--- config.mk ---
export PLATFORM = sky130hd
export DESIGN_NAME = kf2_div
export DESIGN_NICKNAME = d
export VERILOG_FILES = /design/src/rtl/kf2_pkg.sv /design/src/rtl/kf2_div.sv
export SDC_FILE = /design/constraint.sdc
export NUM_CORES = 1
export LEC_CHECK = 0
export ABC_CLOCK_PERIOD_IN_PS = 4100
export BUFFER_PORTS_ARGS = -buffer_cell sky130_fd_sc_hd__buf_2
export CORE_UTILIZATION = 45
export CTS_CLUSTER_SIZE = 24
export DETAILED_ROUTE_END_ITERATION = 8
export GPL_ROUTABILITY_DRIVEN = 0
export MAX_ROUTING_LAYER = met4
export PLACE_DENSITY = 0.6
export SYNTH_ARGS = -nofsm -noshare
export SYNTH_HDL_FRONTEND = slang
export SYNTH_SLANG_ARGS = --single-unit
--- constraint.sdc ---
create_clock -name clk -period 4.1 [get_ports clk]
set_clock_uncertainty 0.05 [all_clocks]
set_input_delay 1.23 -clock clk [delete_from_list [all_inputs] [get_ports clk]]
set_output_delay 1.23 -clock clk [all_outputs]
set_load 0.05 [all_outputs]
--- src/rtl/kf2_pkg.sv ---
`timescale 1ns / 1ps
// shared constants, register codes and saturation helper for the 2-state kalman step
package kf2_pkg;

    // fixed-point format and field widths
    localparam int FRAC_BITS  = 16;
    localparam int DATA_W     = 32;
    localparam int DT_W       = 17;
    localparam int NOISE_W    = 31;
    localparam int CFG_IDX_W  = 2;
    localparam int CFG_DATA_W = 32;

    // reset values: 0.1 and 0.01 rounded to the fixed-point grid
    localparam logic [63:0] ONE_FX    = 64'd1 << FRAC_BITS;
    localparam logic [63:0] TENTH     = (ONE_FX + 64'd5) / 64'd10;
    localparam logic [63:0] HUNDREDTH = (ONE_FX + 64'd50) / 64'd100;

    localparam logic [DT_W-1:0]          DT_RESET    = TENTH[DT_W-1:0];
    localparam logic [NOISE_W-1:0]       NOISE_RESET = HUNDREDTH[NOISE_W-1:0];
    localparam logic signed [DATA_W-1:0] COV_RESET   = HUNDREDTH[DATA_W-1:0];

    // saturation bounds in the wide domain
    localparam logic signed [63:0] WIDE_MAX = 64'sh0000_0000_7FFF_FFFF;
    localparam logic signed [63:0] WIDE_MIN = 64'shFFFF_FFFF_8000_0000;

    // configuration register indexes
    typedef enum logic [CFG_IDX_W-1:0] {
        CFG_TIME_STEP  = CFG_IDX_W'(0),
        CFG_PROC_POS   = CFG_IDX_W'(1),
        CFG_PROC_VEL   = CFG_IDX_W'(2),
        CFG_MEAS_NOISE = CFG_IDX_W'(3)
    } cfg_reg_t;

    // clamp a wide signed value to the signed data range
    function automatic logic signed [DATA_W-1:0] sat32(input logic signed [63:0] v);
        logic signed [DATA_W-1:0] r;
        if (v > WIDE_MAX)
            r = WIDE_MAX[DATA_W-1:0];
        else if (v < WIDE_MIN)
            r = WIDE_MIN[DATA_W-1:0];
        else
            r = v[DATA_W-1:0];
        return r;
    endfunction

    // sign-extend a data word to the wide domain
    function automatic logic signed [63:0] wx(input logic signed [DATA_W-1:0] v);
        return {{(64-DATA_W){v[DATA_W-1]}}, v};
    endfunction

endpackage

--- src/rtl/kf2_div.sv ---
`timescale 1ns / 1ps
// iterative restoring divider: saturated (num << FRAC_BITS) / den, truncated toward zero
module kf2_div (
    input  logic                                clk,
    input  logic                                rst_n,
    input  logic                                start,
    input  logic signed [kf2_pkg::DATA_W-1:0]   num,
    input  logic signed [kf2_pkg::DATA_W:0]     den,
    output logic                                done,
    output logic signed [kf2_pkg::DATA_W-1:0]   quo
);

    localparam int F     = kf2_pkg::FRAC_BITS;
    localparam int W     = kf2_pkg::DATA_W;
    localparam int CNT_W = $clog2(W);

    localparam logic [W-1:0] POS_MAX = {1'b0, {(W-1){1'b1}}};
    localparam logic [W-1:0] NEG_MIN = {1'b1, {(W-1){1'b0}}};

    typedef enum logic [2:0] {
        D_IDLE = 3'b001,
        D_RUN  = 3'b010,
        D_FIN  = 3'b100
    } dstate_t;

    dstate_t            dstate_reg, dstate_next;
    logic               done_reg, done_next;
    logic [CNT_W-1:0]   cnt_reg, cnt_next;

    logic [W-1:0]       rem_reg;
    logic [W-1:0]       quo_reg;
    logic [W-1:0]       den_reg;
    logic               neg_reg;
    logic [W-1:0]       q_reg;

    // operand magnitudes and early-out checks
    logic [W-1:0]       num_mag;
    logic [W-1:0]       den_mag;
    logic [W+F-1:0]     dividend;
    logic [F-1:0]       dvd_hi;
    logic               den_zero;
    logic               too_big;
    logic               neg_in;

    assign num_mag  = num[W-1] ? (~num[W-1:0] + W'(1)) : num[W-1:0];
    assign den_mag  = den[W] ? W'(~den + (W+1)'(1)) : den[W-1:0];
    assign dividend = {num_mag, {F{1'b0}}};
    assign dvd_hi   = dividend[W+F-1:W];
    assign den_zero = (den == '0);
    assign too_big  = ({{(W-F){1'b0}}, dvd_hi} >= den_mag);
    assign neg_in   = num[W-1] ^ den[W];

    // one quotient bit per cycle
    logic [W:0]         rem_sh;
    logic [W:0]         rem_diff;
    logic               q_bit;

    assign rem_sh   = {rem_reg, quo_reg[W-1]};
    assign rem_diff = rem_sh - {1'b0, den_reg};
    assign q_bit    = (rem_sh >= {1'b0, den_reg});

    // sign fix and clamp of the finished magnitude
    logic [W-1:0]       q_fixed;

    always_comb
    begin
        if (!neg_reg)
            q_fixed = quo_reg[W-1] ? POS_MAX : quo_reg;
        else
            q_fixed = (quo_reg > NEG_MIN) ? NEG_MIN : (~quo_reg + W'(1));
    end

    // sequencer
    always_comb
    begin
        dstate_next = dstate_reg;
        done_next   = 1'b0;
        cnt_next    = cnt_reg;
        unique case (dstate_reg)
            D_IDLE:
            begin
                if (start)
                begin
                    if (den_zero || too_big)
                        done_next = 1'b1;
                    else
                    begin
                        dstate_next = D_RUN;
                        cnt_next    = '0;
                    end
                end
            end
            D_RUN:
            begin
                cnt_next = cnt_reg + CNT_W'(1);
                if (cnt_reg == CNT_W'(W-1))
                    dstate_next = D_FIN;
            end
            D_FIN:
            begin
                done_next   = 1'b1;
                dstate_next = D_IDLE;
            end
            default:
            begin
                dstate_next = D_IDLE;
            end
        endcase
    end

    always_ff @(posedge clk or negedge rst_n)
    begin
        if (!rst_n)
        begin
            dstate_reg <= D_IDLE;
            done_reg   <= 1'b0;
            cnt_reg    <= '0;
        end
        else
        begin
            dstate_reg <= dstate_next;
            done_reg   <= done_next;
            cnt_reg    <= cnt_next;
        end
    end

    // datapath
    always_ff @(posedge clk)
    begin
        if (dstate_reg == D_IDLE && start)
        begin
            neg_reg <= neg_in;
            den_reg <= den_mag;
            rem_reg <= {{(W-F){1'b0}}, dvd_hi};
            quo_reg <= dividend[W-1:0];
            if (den_zero)
                q_reg <= '0;
            else if (too_big)
                q_reg <= neg_in ? NEG_MIN : POS_MAX;
        end
        else if (dstate_reg == D_RUN)
        begin
            rem_reg <= q_bit ? rem_diff[W-1:0] : rem_sh[W-1:0];
            quo_reg <= {quo_reg[W-2:0], q_bit};
        end
        else if (dstate_reg == D_FIN)
        begin
            q_reg <= q_fixed;
        end
    end

    assign done = done_reg;
    assign quo  = q_reg;

endmodule

==> metrics.md, run 1 <==
| Metric | Value |
|---|---|
| Placement Setup Slack | `-1.890 ns` |
| Fin. Hold Viols | `0` |
| Met2 usage | `39.12%` |
| Clk_lat worst skew | `0.43 ns` |
| Post-CTS Hold Buffers | `0` |
| Slowest CP cell | `or4_4` |
| Clk slew on worst S/H paths | `approximately 0.060 ns` |
| Post-Syn Instances | `1160` |
| HPWL after DPL | `18690 um` |
| Setup Total Neg Slack | `-51.93 ns` |
| Port Buffer Count | `100` |
| Die area | `22570 sq um` |
| Max_cap viols | `0` |
| CTS Sinks | `138` |
| Final setup viols | `40` |
| Hold_ws | `0.4414 ns` |
| Post-synth EDFFs | `97` |
| Core ar. | `21290 sq um` |
| Pre-antenna DRT Iters | `6` |
| Site row count | `53` |
| Vias per inst | `5.491` |
| Largest net degree at the start of global routing | `97` |
| Cts bufs inserted | `17` |
| Worst path max stage delay | `roughly 0.53 ns` |
| Syn nets | `about 1300` |
| Top cell type's share of synthesized area | `29.45%` |
| Worst hold start | `quo_reg[1]$_SDFFE_PP0P_` |
| Tcrit/Tclk final | `133.0%` |
| Top-count cell post-synth | `nand2_1` |
| Gr busiest metal | `met2` |
| Synth Flop Type | `edfxtp_1` |
| Hold endpoint | `quo_reg[2]$_SDFFE_PP0P_` |
| YS warnings | `0` |
| Synth cell types | `70` |
| Avg Cell Area, Syn | `8.525 sq um` |
| HP Class | `reg -> reg` |
| M3 GR Usage | `3.303%` |
| Antenna-violating nets left | `0` |
| Gr usage total | `23.73%` |
| Slew Limit Fails | `0` |
| Crit Path Max Fanout | `10` |
| Async set-reset flop share out of synthesis | `around 6.5%` |
| Global route overflow | `0` |
| CTS tree | `done` |
| Met1 GRT Util | `30.58%` |
| Max reg flops | `64` |
| # DRC | `0` |
| Netlist Area Pre-Place | `9889 sq um` |
| Die width | `between 150 and 200 um` |
| Area grow syn2layout | `25.23%` |
| Failing checks | `negative setup slack` |
| Depth of the worst hold-timing path | `2` |
| Status | `finished, violations left` |
| Ant. Diodes | `0` |
| CP Launch Type | `input pin` |
| Nets | `1482` |
| Clock root cell | `clkbuf_16` |
| R2R cell count | `11` |
| Critical path class | `in -> reg` |
| Fmax | `183.3 MHz` |
| Starting density of the core | `46.46%` |
| Leading area contributor after synthesis | `edfxtp_1` |
| Register area share after synthesis | `38.22%` |
| CTS HTree Levels | `4` |
| Crit path top cell by count | `or3_4` |
| CP arrival | `5.59 ns` |
| WL/cell | `between 15 and 20 um` |
| Top cells by area, synth | `edfxtp_1 29%, ha_1 6.7%, dfxtp_1 6.5%, o21ai_0 6.1%, nand2_1 5.7%` |
| R2R Path End | `rem_reg[11]$_DFFE_PP_` |
| FF-to-FF setup slack | `roughly 0.48 ns` |
| #FFs+latches synth | `roughly 140` |
| Final core occ | `58.18%` |
| Maximum buffer depth of the clock tree | `2` |
| Vias in the first global route | `about 8500` |
| Top post-synthesis cells by count | `149 x nand2_1, 121 x o21ai_0, 97 x edfxtp_1` |
| First-pass GRT wire length | `41290 um` |
| Wirelength, routed | `about 25000 um` |
| Transition time of the tightest slew-check pin | `1.205 ns` |
| Iter 0 DRT Violations | `610` |
| Lkg Pwr | `5.205 nW` |
| IO Count | `between 100 and 150` |
| Initial antenna violation count | `0` |
| FF-to-FF Start | `rem_reg[5]$_DFFE_PP_` |
| Slew headroom | `19.35%` |
| Worst vdd ir | `0.0002674 V` |
| Vias | `9049` |
| Final WS setup | `-1.355 ns` |
| Unrepaired setup endpoints after global routing | `yes` |
| Layout cells sized above 1 | `22.94%` |
| Final min period | `5.455 ns` |
| Worst path required time | `4.24 ns` |
| Crit. End Element | `flop` |
| Pwr dens | `about 520 nW/um^2` |
| Worst path cell trace | `buf_6 -> or4_4 -> or3_4 -> or3_4 -> or3_4 -> or3_4 -> nand2b_4 -> o31ai_4 -> xnor2_2 -> ha_1 -> a21o_1 -> a21oi_2 -> nand2_1 -> a31oi_1 -> a211oi_2 -> and4_4 -> o21ai_4 -> nand2_4 -> clkbuf_16` |
| Die height | `about 150 um` |
[worst max path at each step]
stage                      start                end  cells past startpoint
final                     num[8]  quo[12]$_DFFE_PP_                     19
after global routing      num[8]  quo[10]$_DFFE_PP_                     19
after CTS                 num[8]  quo[13]$_DFFE_PP_                     20
after detailed placement  num[8]  quo[28]$_DFFE_PP_                     19
after global placement    num[8]  quo[28]$_DFFE_PP_                     19
after floorplan           num[8]   quo[0]$_DFFE_PP_                     17
[worst max-delay path: cells and delay by family]
family / cells / cell delay (ns)
simple gates: 9 / 2.64
fa+ha+maj: 1 / 0.27
compound gates: 6 / 1.00
xor+xnor: 1 / 0.15
buf+inv: 2 / 0.28
[area by class of cell]
| type | count | area, sq um |
|---|---|---|
| Timing Repair Buffer | 241 | 1649 |
| Clock inverter | 4 | 22.52 |
| Clock buffer | 28 | 563.0 |
| Inverter | 67 | 251.5 |
| Multi-Input combinational cell | 895 | 5774 |
| Sequential cell | 138 | 3780 |
| Fill cell | 1881 | 8902 |
| Tap cell | 275 | 344.1 |
[cell families (layout without fill, tap and decap cells)]
| group | Yosys count | count (layout) | share of synthesized area [%] |
|---|---|---|---|
| buffers and inverters | 127 | 340 | 4.833 |
| adders and majority gates | 54 | 54 | 6.908 |
| AOI/OAI and AO/OA | 351 | 351 | 21.71 |
| and+or+nand+nor | 387 | 387 | 18.98 |
| DFF | 138 | 138 | 38.22 |
| xor gates and xnor gates | 91 | 91 | 8.059 |
| muxes | 12 | 12 | 1.290 |
[layout by cell type, fill, tap and decap left out, types with 14 or more instances in the layout]
cell / count
buf_4: 133
o21ai_0: 119
nand3_1: 15
a21oi_1: 88
nor3_1: 31
a21o_1: 18
edfxtp_1: 97
clkbuf_16: 23
buf_2: 99
nor2_1: 85
inv_1: 66
dfxtp_1: 32
xnor2_1: 42
xor2_1: 46
o31ai_1: 22
ha_1: 53
a211oi_1: 14
nand2_1: 146
[routing by layer]
layer  up-vias  share of wire (%)  wire length [um]
li1       4631                  -                 -
met1      4129                 47             11770
met2       260                 48             12100
met3        29                4.2              1050
met4         0                1.4               365
met5         -                  0                 0
[power breakdown]
group          internal (mW)  switching (mW)
combinational           1.10            1.73
sequential              1.94           0.224
clock                  0.938           0.570
[stage by stage]
| step | instances | instance area (sq um) | total power, mW |
|---|---|---|---|
| finish | 1648 | 12380 | 6.496 |
| global route | 1648 | 12380 | 6.947 |
| CTS | 1645 | 12250 | 6.499 |
| detailed placement | 1612 | 11630 | 4.945 |
| global placement | 1612 | 11630 | 4.910 |
| floorplan | 1160 | 9940 | 4.153 |
[timing repair]
item / 4_1_cts / 5_1_grt
setup endpoints to repair: 40 / 44
pin swaps: 4 / 9
cloned: 0 / 2
setup buffers: 1 / 4
gates resized for setup: 6 / 14
No activity file was read; power rests on OpenSTA's default activity.
==> run 2: changes to the inputs <==
==> constraint.sdc (replaced) <==
create_clock -name clk -period 4.1 [get_ports clk]
set_clock_uncertainty 0.05 [all_clocks]
set_input_delay 0.205 -clock clk [delete_from_list [all_inputs] [get_ports clk]]
set_output_delay 0.205 -clock clk [all_outputs]
set_load 0.05 [all_outputs]
==> metrics.md, run 2 (synthesized netlist as in run 1, its figures left out) <==
| Metric | Value |
|---|---|
| Status | `finished, violations left` |
| Failing checks | `negative setup slack` |
| CTS Sinks | `138 (unchanged)` |
| Clock network fraction of total power | `22.7% (-0.5 points)` |
| Final setup viols | `32 (-20%)` |
| Area grow syn2layout | `18.41%` |
| Clk slew on worst S/H paths | `0.06 ns (about the same)` |
| WP buf/inv | `2 (unchanged)` |
| Worst vdd ir | `0.0002433 V (-9.0%)` |
| Net Switching | `2.528 mW (+0.29%)` |
| Layout cells sized above 1 | `18.08% (-4.9 points)` |
| Number of fill cells | `2000 (+6.3%)` |
| Fmax | `237.2 MHz (+29%)` |
| Pre-antenna DRT Iters | `5 (-1)` |
| Vias in the first global route | `7966 (-5.8%)` |
| Sequential share of power | `33.7% (+0.4 points)` |
| Initial antenna violation count | `0 (unchanged)` |
| Unrepaired setup endpoints after global routing | `yes` |
| Worst path required time | `4.22 ns (-0.02 ns)` |
| CTS tree | `done` |
| Slew headroom | `35.15% (+16 points)` |
| Max_cap viols | `0 (unchanged)` |
| Starting density of the core | `46.46% (unchanged)` |
| Worst path cell trace | `buf_6 -> or4_4 -> or3_4 -> or3_4 -> or3_4 -> or3_4 -> nand2b_4 -> o31ai_4 -> xnor2_2 -> ha_1 -> a21o_1 -> a21oi_2 -> nand2_1 -> a31oi_1 -> a211oi_1 -> and4_4 -> o21ai_4 -> nand2_4 -> buf_12` |
| Site row count | `53 (unchanged)` |
| Core ar. | `21290 sq um (unchanged)` |
| Transition time of the tightest slew-check pin | `0.9728 ns (-0.2325 ns)` |
| Net Sw Frac | `39.43% (+0.63 points)` |
| Setup Total Neg Slack | `-3.561 ns (+48.37 ns)` |
| Combinational power share | `43.5% (about the same)` |
| Gr usage total | `23.59% (-0.14 points)` |
| Commonest non-fill, non-tap cells in the layout | `148 x nand2_1, 119 x o21ai_0, 98 x buf_2, 97 x edfxtp_1, 88 x a21oi_1` |
| Vias | `8822 (-2.5%)` |
| HPWL after DPL | `18850 um (+0.85%)` |
| Int Pwr | `3.883 mW (-2.3%)` |
| Final WS setup | `-0.1163 ns (+1.239 ns)` |
| Fin. Hold Viols | `0 (unchanged)` |
| WL/cell | `15.92 um (+3.8%)` |
| HP Class | `in -> reg` |
| Final min period | `4.216 ns (-1.239 ns)` |
| Crit path top cell by count | `or3_4` |
| Crit Path Max Fanout | `32 (+22)` |
| CP Launch Type | `input pin` |
| Largest net degree at the start of global routing | `58 (-40%)` |
| Global route overflow | `0 (unchanged)` |
| Worst path max stage delay | `0.53 ns (about the same)` |
| Critical path class | `in -> reg` |
| Tcrit/Tclk final | `102.8% (-30 points)` |
| Cts bufs inserted | `17 (unchanged)` |
| Antenna-violating nets left | `0 (unchanged)` |
| Pwr dens | `547.5 nW/um^2 (+4.4%)` |
| Port Buffer Count | `100 (unchanged)` |
| Hold_ws | `0.01568 ns (-0.4257 ns)` |
| # DRC | `0 (unchanged)` |
| Max reg flops | `64 (unchanged)` |
| CTS HTree Levels | `4 (unchanged)` |
| Die width | `150.2 um (unchanged)` |
| Slew Limit Fails | `0 (unchanged)` |
| Vias per inst | `5.601 (+2.0%)` |
| Lkg Pwr | `4.789 nW (-8.0%)` |
| Critical path's top delay family | `simple AND/OR/NAND/NOR gates` |
| Die height | `150.2 um (unchanged)` |
| CP arrival | `4.34 ns (-1.25 ns)` |
| Die area | `22570 sq um (unchanged)` |
| Commonest non-fill, non-tap cell in the layout | `nand2_1` |
| Slowest CP cell | `or4_4` |
| Clk_lat worst skew | `0.42 ns (about the same)` |
| Wirelength, routed | `25070 um (-0.84%)` |
| Clock root cell | `clkbuf_16` |
| Crit. End Element | `flop` |
| Nets | `1410 (-4.9%)` |
| Maximum buffer depth of the clock tree | `2 (unchanged)` |
| First-pass GRT wire length | `40800 um (-1.2%)` |
| IO Count | `101 (unchanged)` |
| Ant. Diodes | `0 (unchanged)` |
| Iter 0 DRT Violations | `569 (-6.7%)` |
==> run 2: cell types whose count changed in the layout (fill, tap and decap cells not counted), sizes merged <==
cell,change
inv,-1
buf,-71
clkinv,+4
dlygate4sd3,+1
clkbuf,-12
clkinvlp,+4
bufinv,+2
==> run 2: worst paths after layout <==
path	startpoint	endpoint	slack (ns)	cells past startpoint
setup / recovery	num[8]	quo[18]$_DFFE_PP_	-0.12	19
hold / removal	den[0]	den_reg[0]$_DFFE_PP_	0.02	1
setup reg to reg	rem_reg[6]$_DFFE_PP_	rem_reg[25]$_SDFFE_PP0P_	0.44	10
hold reg to reg	quo_reg[0]$_SDFFE_PP0P_	quo_reg[1]$_SDFFE_PP0P_	0.44	2
max in group asynchronous	rst_n	dstate_reg[0]$_DFFE_PN1P_	3.63	2
min in group asynchronous	rst_n	dstate_reg[1]$_DFFE_PN0P_	0.12	2
==> run 2: area by class of cell <==
| class | instances | area [sq um] | area share, % |
|---|---|---|---|
| Multi-Input combinational cell | 895 | 5727 | 48.90 |
| Sequential cell | 138 | 3780 | 32.28 |
| Timing Repair Buffer | 169 | 1050 | 8.965 |
| Clock buffer | 18 | 429.2 | 3.665 |
| Tap cell | 275 | 344.1 | 2.938 |
| Inverter | 67 | 251.5 | 2.148 |
| Clock inverter | 13 | 128.9 | 1.101 |
==> run 2: per-layer routing <==
layer  wire, um  vias to the layer above  track usage (%)  share of wire, %
met4        206                        0            5.859              0.82
met5          0                        -                -                 0
met2      11200                      263            35.69                45
li1           -                     4498                -                 -
met3       1252                       15            2.939               5.0
met1      12410                     4046            33.38                50
==> run 2: power groups by stage <==
stage / clock network [mW] / registers (mW) / logic (mW)
finish: 1.46 / 2.16 / 2.79
global route: 1.54 / 2.20 / 3.12
CTS: 1.48 / 2.16 / 2.75
detailed placement: 0 / 2.18 / 2.72
global placement: 0 / 2.18 / 2.70
floorplan: 0 / 2.09 / 2.05
==> run 2: repair_timing <==
item | in CTS | in global routing
pin swaps | 3 | 4
setup endpoints to repair | 39 | 39
hold buffers | 1 | 0
gates resized for setup | 8 | 7
hold endpoints to repair | 9 | 0
buffers inserted | 1 | 1
==> run 2: through the flow <==
step / util [%] / cell area (sq um) / total power [mW] / cells / setup slack [ns]
after floorplan: - / 9918 / 4.147 / 1160 / -0.3778
after global placement: 51.91 / 11050 / 4.880 / 1541 / -0.6964
after detailed placement: 51.91 / 11050 / 4.907 / 1541 / -0.7217
after CTS: 54.79 / 11660 / 6.397 / 1574 / -0.1254
after global routing: 55.01 / 11710 / 6.854 / 1575 / -0.2573
final: 55.01 / 11710 / 6.411 / 1575 / -0.1163
==> run 3: changes to the inputs <==
Settings changed: RECOVER_POWER set to 25.
==> metrics.md, run 3 (synthesized netlist as in run 1, its figures left out) <==
| Metric | Value |
|---|---|
| Worst vdd ir | `0.0002441 V (+0.36%)` |
| Cell area after layout | `11650 sq um (-0.48%)` |
| Vias per inst | `5.590 (-0.20%)` |
| Max reg flops | `64 (unchanged)` |
| Slew Limit Fails | `43 (+43)` |
| Pre-antenna DRT Iters | `5 (unchanged)` |
| Area grow syn2layout | `17.84%` |
| Fin. Hold Viols | `0 (unchanged)` |
| Core ar. | `21290 sq um (unchanged)` |
| CTS HTree Levels | `4 (unchanged)` |
| Final WS setup | `-0.1144 ns (+0.001920 ns)` |
| Clock root cell | `clkbuf_16` |
| Largest net degree at the start of global routing | `58 (unchanged)` |
| Pwr dens | `549.9 nW/um^2 (+0.44%)` |
| Final min period | `4.214 ns (-0.001920 ns)` |
| Antenna-violating nets left | `0 (unchanged)` |
| Crit Path Max Fanout | `32 (unchanged)` |
| Placement Setup Slack | `-0.7217 ns (unchanged)` |
| Global route overflow | `0 (unchanged)` |
| HPWL after DPL | `18850 um (unchanged)` |
| Max_cap viols | `1 (+1)` |
| Status | `finished, violations left` |
| Clk slew on worst S/H paths | `0.06 ns (about the same)` |
| M1 WL | `12560 um (+1.2%)` |
| Layout cells sized above 1 | `15.00% (-3.1 points)` |
| Slew headroom | `-26.56% (-62 points)` |
| Final core occ | `54.75% (-0.26 points)` |
| Hold_ws | `0.07982 ns (+0.06414 ns)` |
| Vias in the first global route | `7966 (unchanged)` |
| Gr usage total | `23.59% (unchanged)` |
| Ant. Diodes | `0 (unchanged)` |
| Wirelength, routed | `25170 um (+0.38%)` |
| HP Class | `in -> reg` |
| CP Launch Type | `input pin` |
| Initial antenna violation count | `0 (unchanged)` |
| # DRC | `0 (unchanged)` |
| Worst path required time | `4.22 ns (about the same)` |
| Fmax | `237.3 MHz (about the same)` |
| Failing checks | `max-capacitance violations, max-slew violations, negative setup slack` |
| Vias | `8804 (-0.20%)` |
| First-pass GRT wire length | `40800 um (unchanged)` |
| Commonest non-fill, non-tap cells in the layout | `148 x nand2_1, 119 x o21ai_0, 97 x edfxtp_1, 88 x a21oi_1, 86 x nor2_1` |
| DR WL met2 | `11140 um (-0.53%)` |
| Die width | `150.2 um (unchanged)` |
| Crit. End Element | `flop` |
| Unrepaired setup endpoints after global routing | `yes` |
| Die height | `150.2 um (unchanged)` |
| Final setup viols | `32 (unchanged)` |
| Clk_lat worst skew | `0.42 ns (about the same)` |
| Site row count | `53 (unchanged)` |
| DR WL met3 | `1241 um (-0.88%)` |
| IO Count | `101 (unchanged)` |
| Cts bufs inserted | `17 (unchanged)` |
| Iter 0 DRT Violations | `524 (-7.9%)` |
| CTS Sinks | `138 (unchanged)` |
| WL/cell | `15.98 um (+0.38%)` |
| Post-place instance area | `11050 sq um (unchanged)` |
| CTS tree | `done` |
| Maximum buffer depth of the clock tree | `2 (unchanged)` |
| Die area | `22570 sq um (unchanged)` |
| DR top layer | `met4` |
| CP arrival | `4.34 ns (about the same)` |
| Starting density of the core | `46.46% (unchanged)` |
| Lkg Pwr | `4.676 nW (-2.3%)` |
| Critical path class | `in -> reg` |
| Port Buffer Count | `100 (unchanged)` |
| Tcrit/Tclk final | `102.8% (about the same)` |
| Transition time of the tightest slew-check pin | `1.898 ns (+0.9255 ns)` |
| Commonest non-fill, non-tap cell in the layout | `nand2_1` |
| Nets | `1410 (unchanged)` |
[run 3: through the flow]
step / std cells / setup TNS [ns] / total power [mW]
after floorplan: 1160 / -12.42 / 4.147
after global placement: 1541 / -26.06 / 4.880
after detailed placement: 1541 / -27.10 / 4.907
after CTS: 1574 / -3.916 / 6.397
after global routing: 1575 / -8.996 / 6.851
final: 1575 / -3.519 / 6.408
[run 3: where the power goes]
part | leakage (nW) | total (mW) | internal (mW) | switching (mW)
logic | 3.13 | 2.79 | 1.06 | 1.73
registers | 1.28 | 2.16 | 1.94 | 0.225
clock network | 0.261 | 1.46 | 0.883 | 0.573
[run 3: final timing paths]
check	slack, ns	depth (start not counted)	start	to
worst max-delay path	-0.11	19	num[8]	quo[18]$_DFFE_PP_
max in group asynchronous	3.46	2	rst_n	dstate_reg[0]$_DFFE_PN1P_
min in group asynchronous	0.20	2	rst_n	dstate_reg[1]$_DFFE_PN0P_
worst min-delay path	0.08	3	den[5]	den_reg[5]$_DFFE_PP_
worst max register to register	0.39	10	rem_reg[6]$_DFFE_PP_	rem_reg[25]$_SDFFE_PP0P_
worst min register to register	0.44	2	quo_reg[0]$_SDFFE_PP0P_	quo_reg[1]$_SDFFE_PP0P_
[run 3: timing repair]
action	in CTS	in global routing
gates resized for setup	8	7
pin swaps	3	4
endpoints found under the hold margin	9	0
endpoints found under the setup margin	39	39
hold buffers	1	0
cloned	0	0
setup buffers	1	1
[run 3: routing by layer]
layer	GRT usage, %	vias to the layer above
met5	-	-
met4	5.859	0
met3	2.939	17
met2	35.69	254
met1	33.38	4047
li1	-	4486
[run 3: worst max-delay path: stages]
cell	delay [ns]
buf_6	0.09
or4_4	0.53
or3_4	0.35
or3_4	0.38
or3_4	0.38
or3_4	0.40
nand2b_4	0.16
o31ai_4	0.20
xnor2_2	0.15
ha_1	0.26
a21o_1	0.19
a21oi_2	0.15
nand2_1	0.07
a31oi_1	0.17
a211oi_1	0.07
and4_4	0.18
o21ai_4	0.15
nand2_4	0.06
buf_12	0.17
[run 3: layout make-up]
class	count	area [sq um]
Fill cell	2021	9633
Multi-Input combinational cell	895	5722
Sequential cell	138	3780
Tap cell	275	344.1
Clock inverter	13	128.9
Timing Repair Buffer	169	998.5
Clock buffer	18	429.2
Inverter	67	251.5
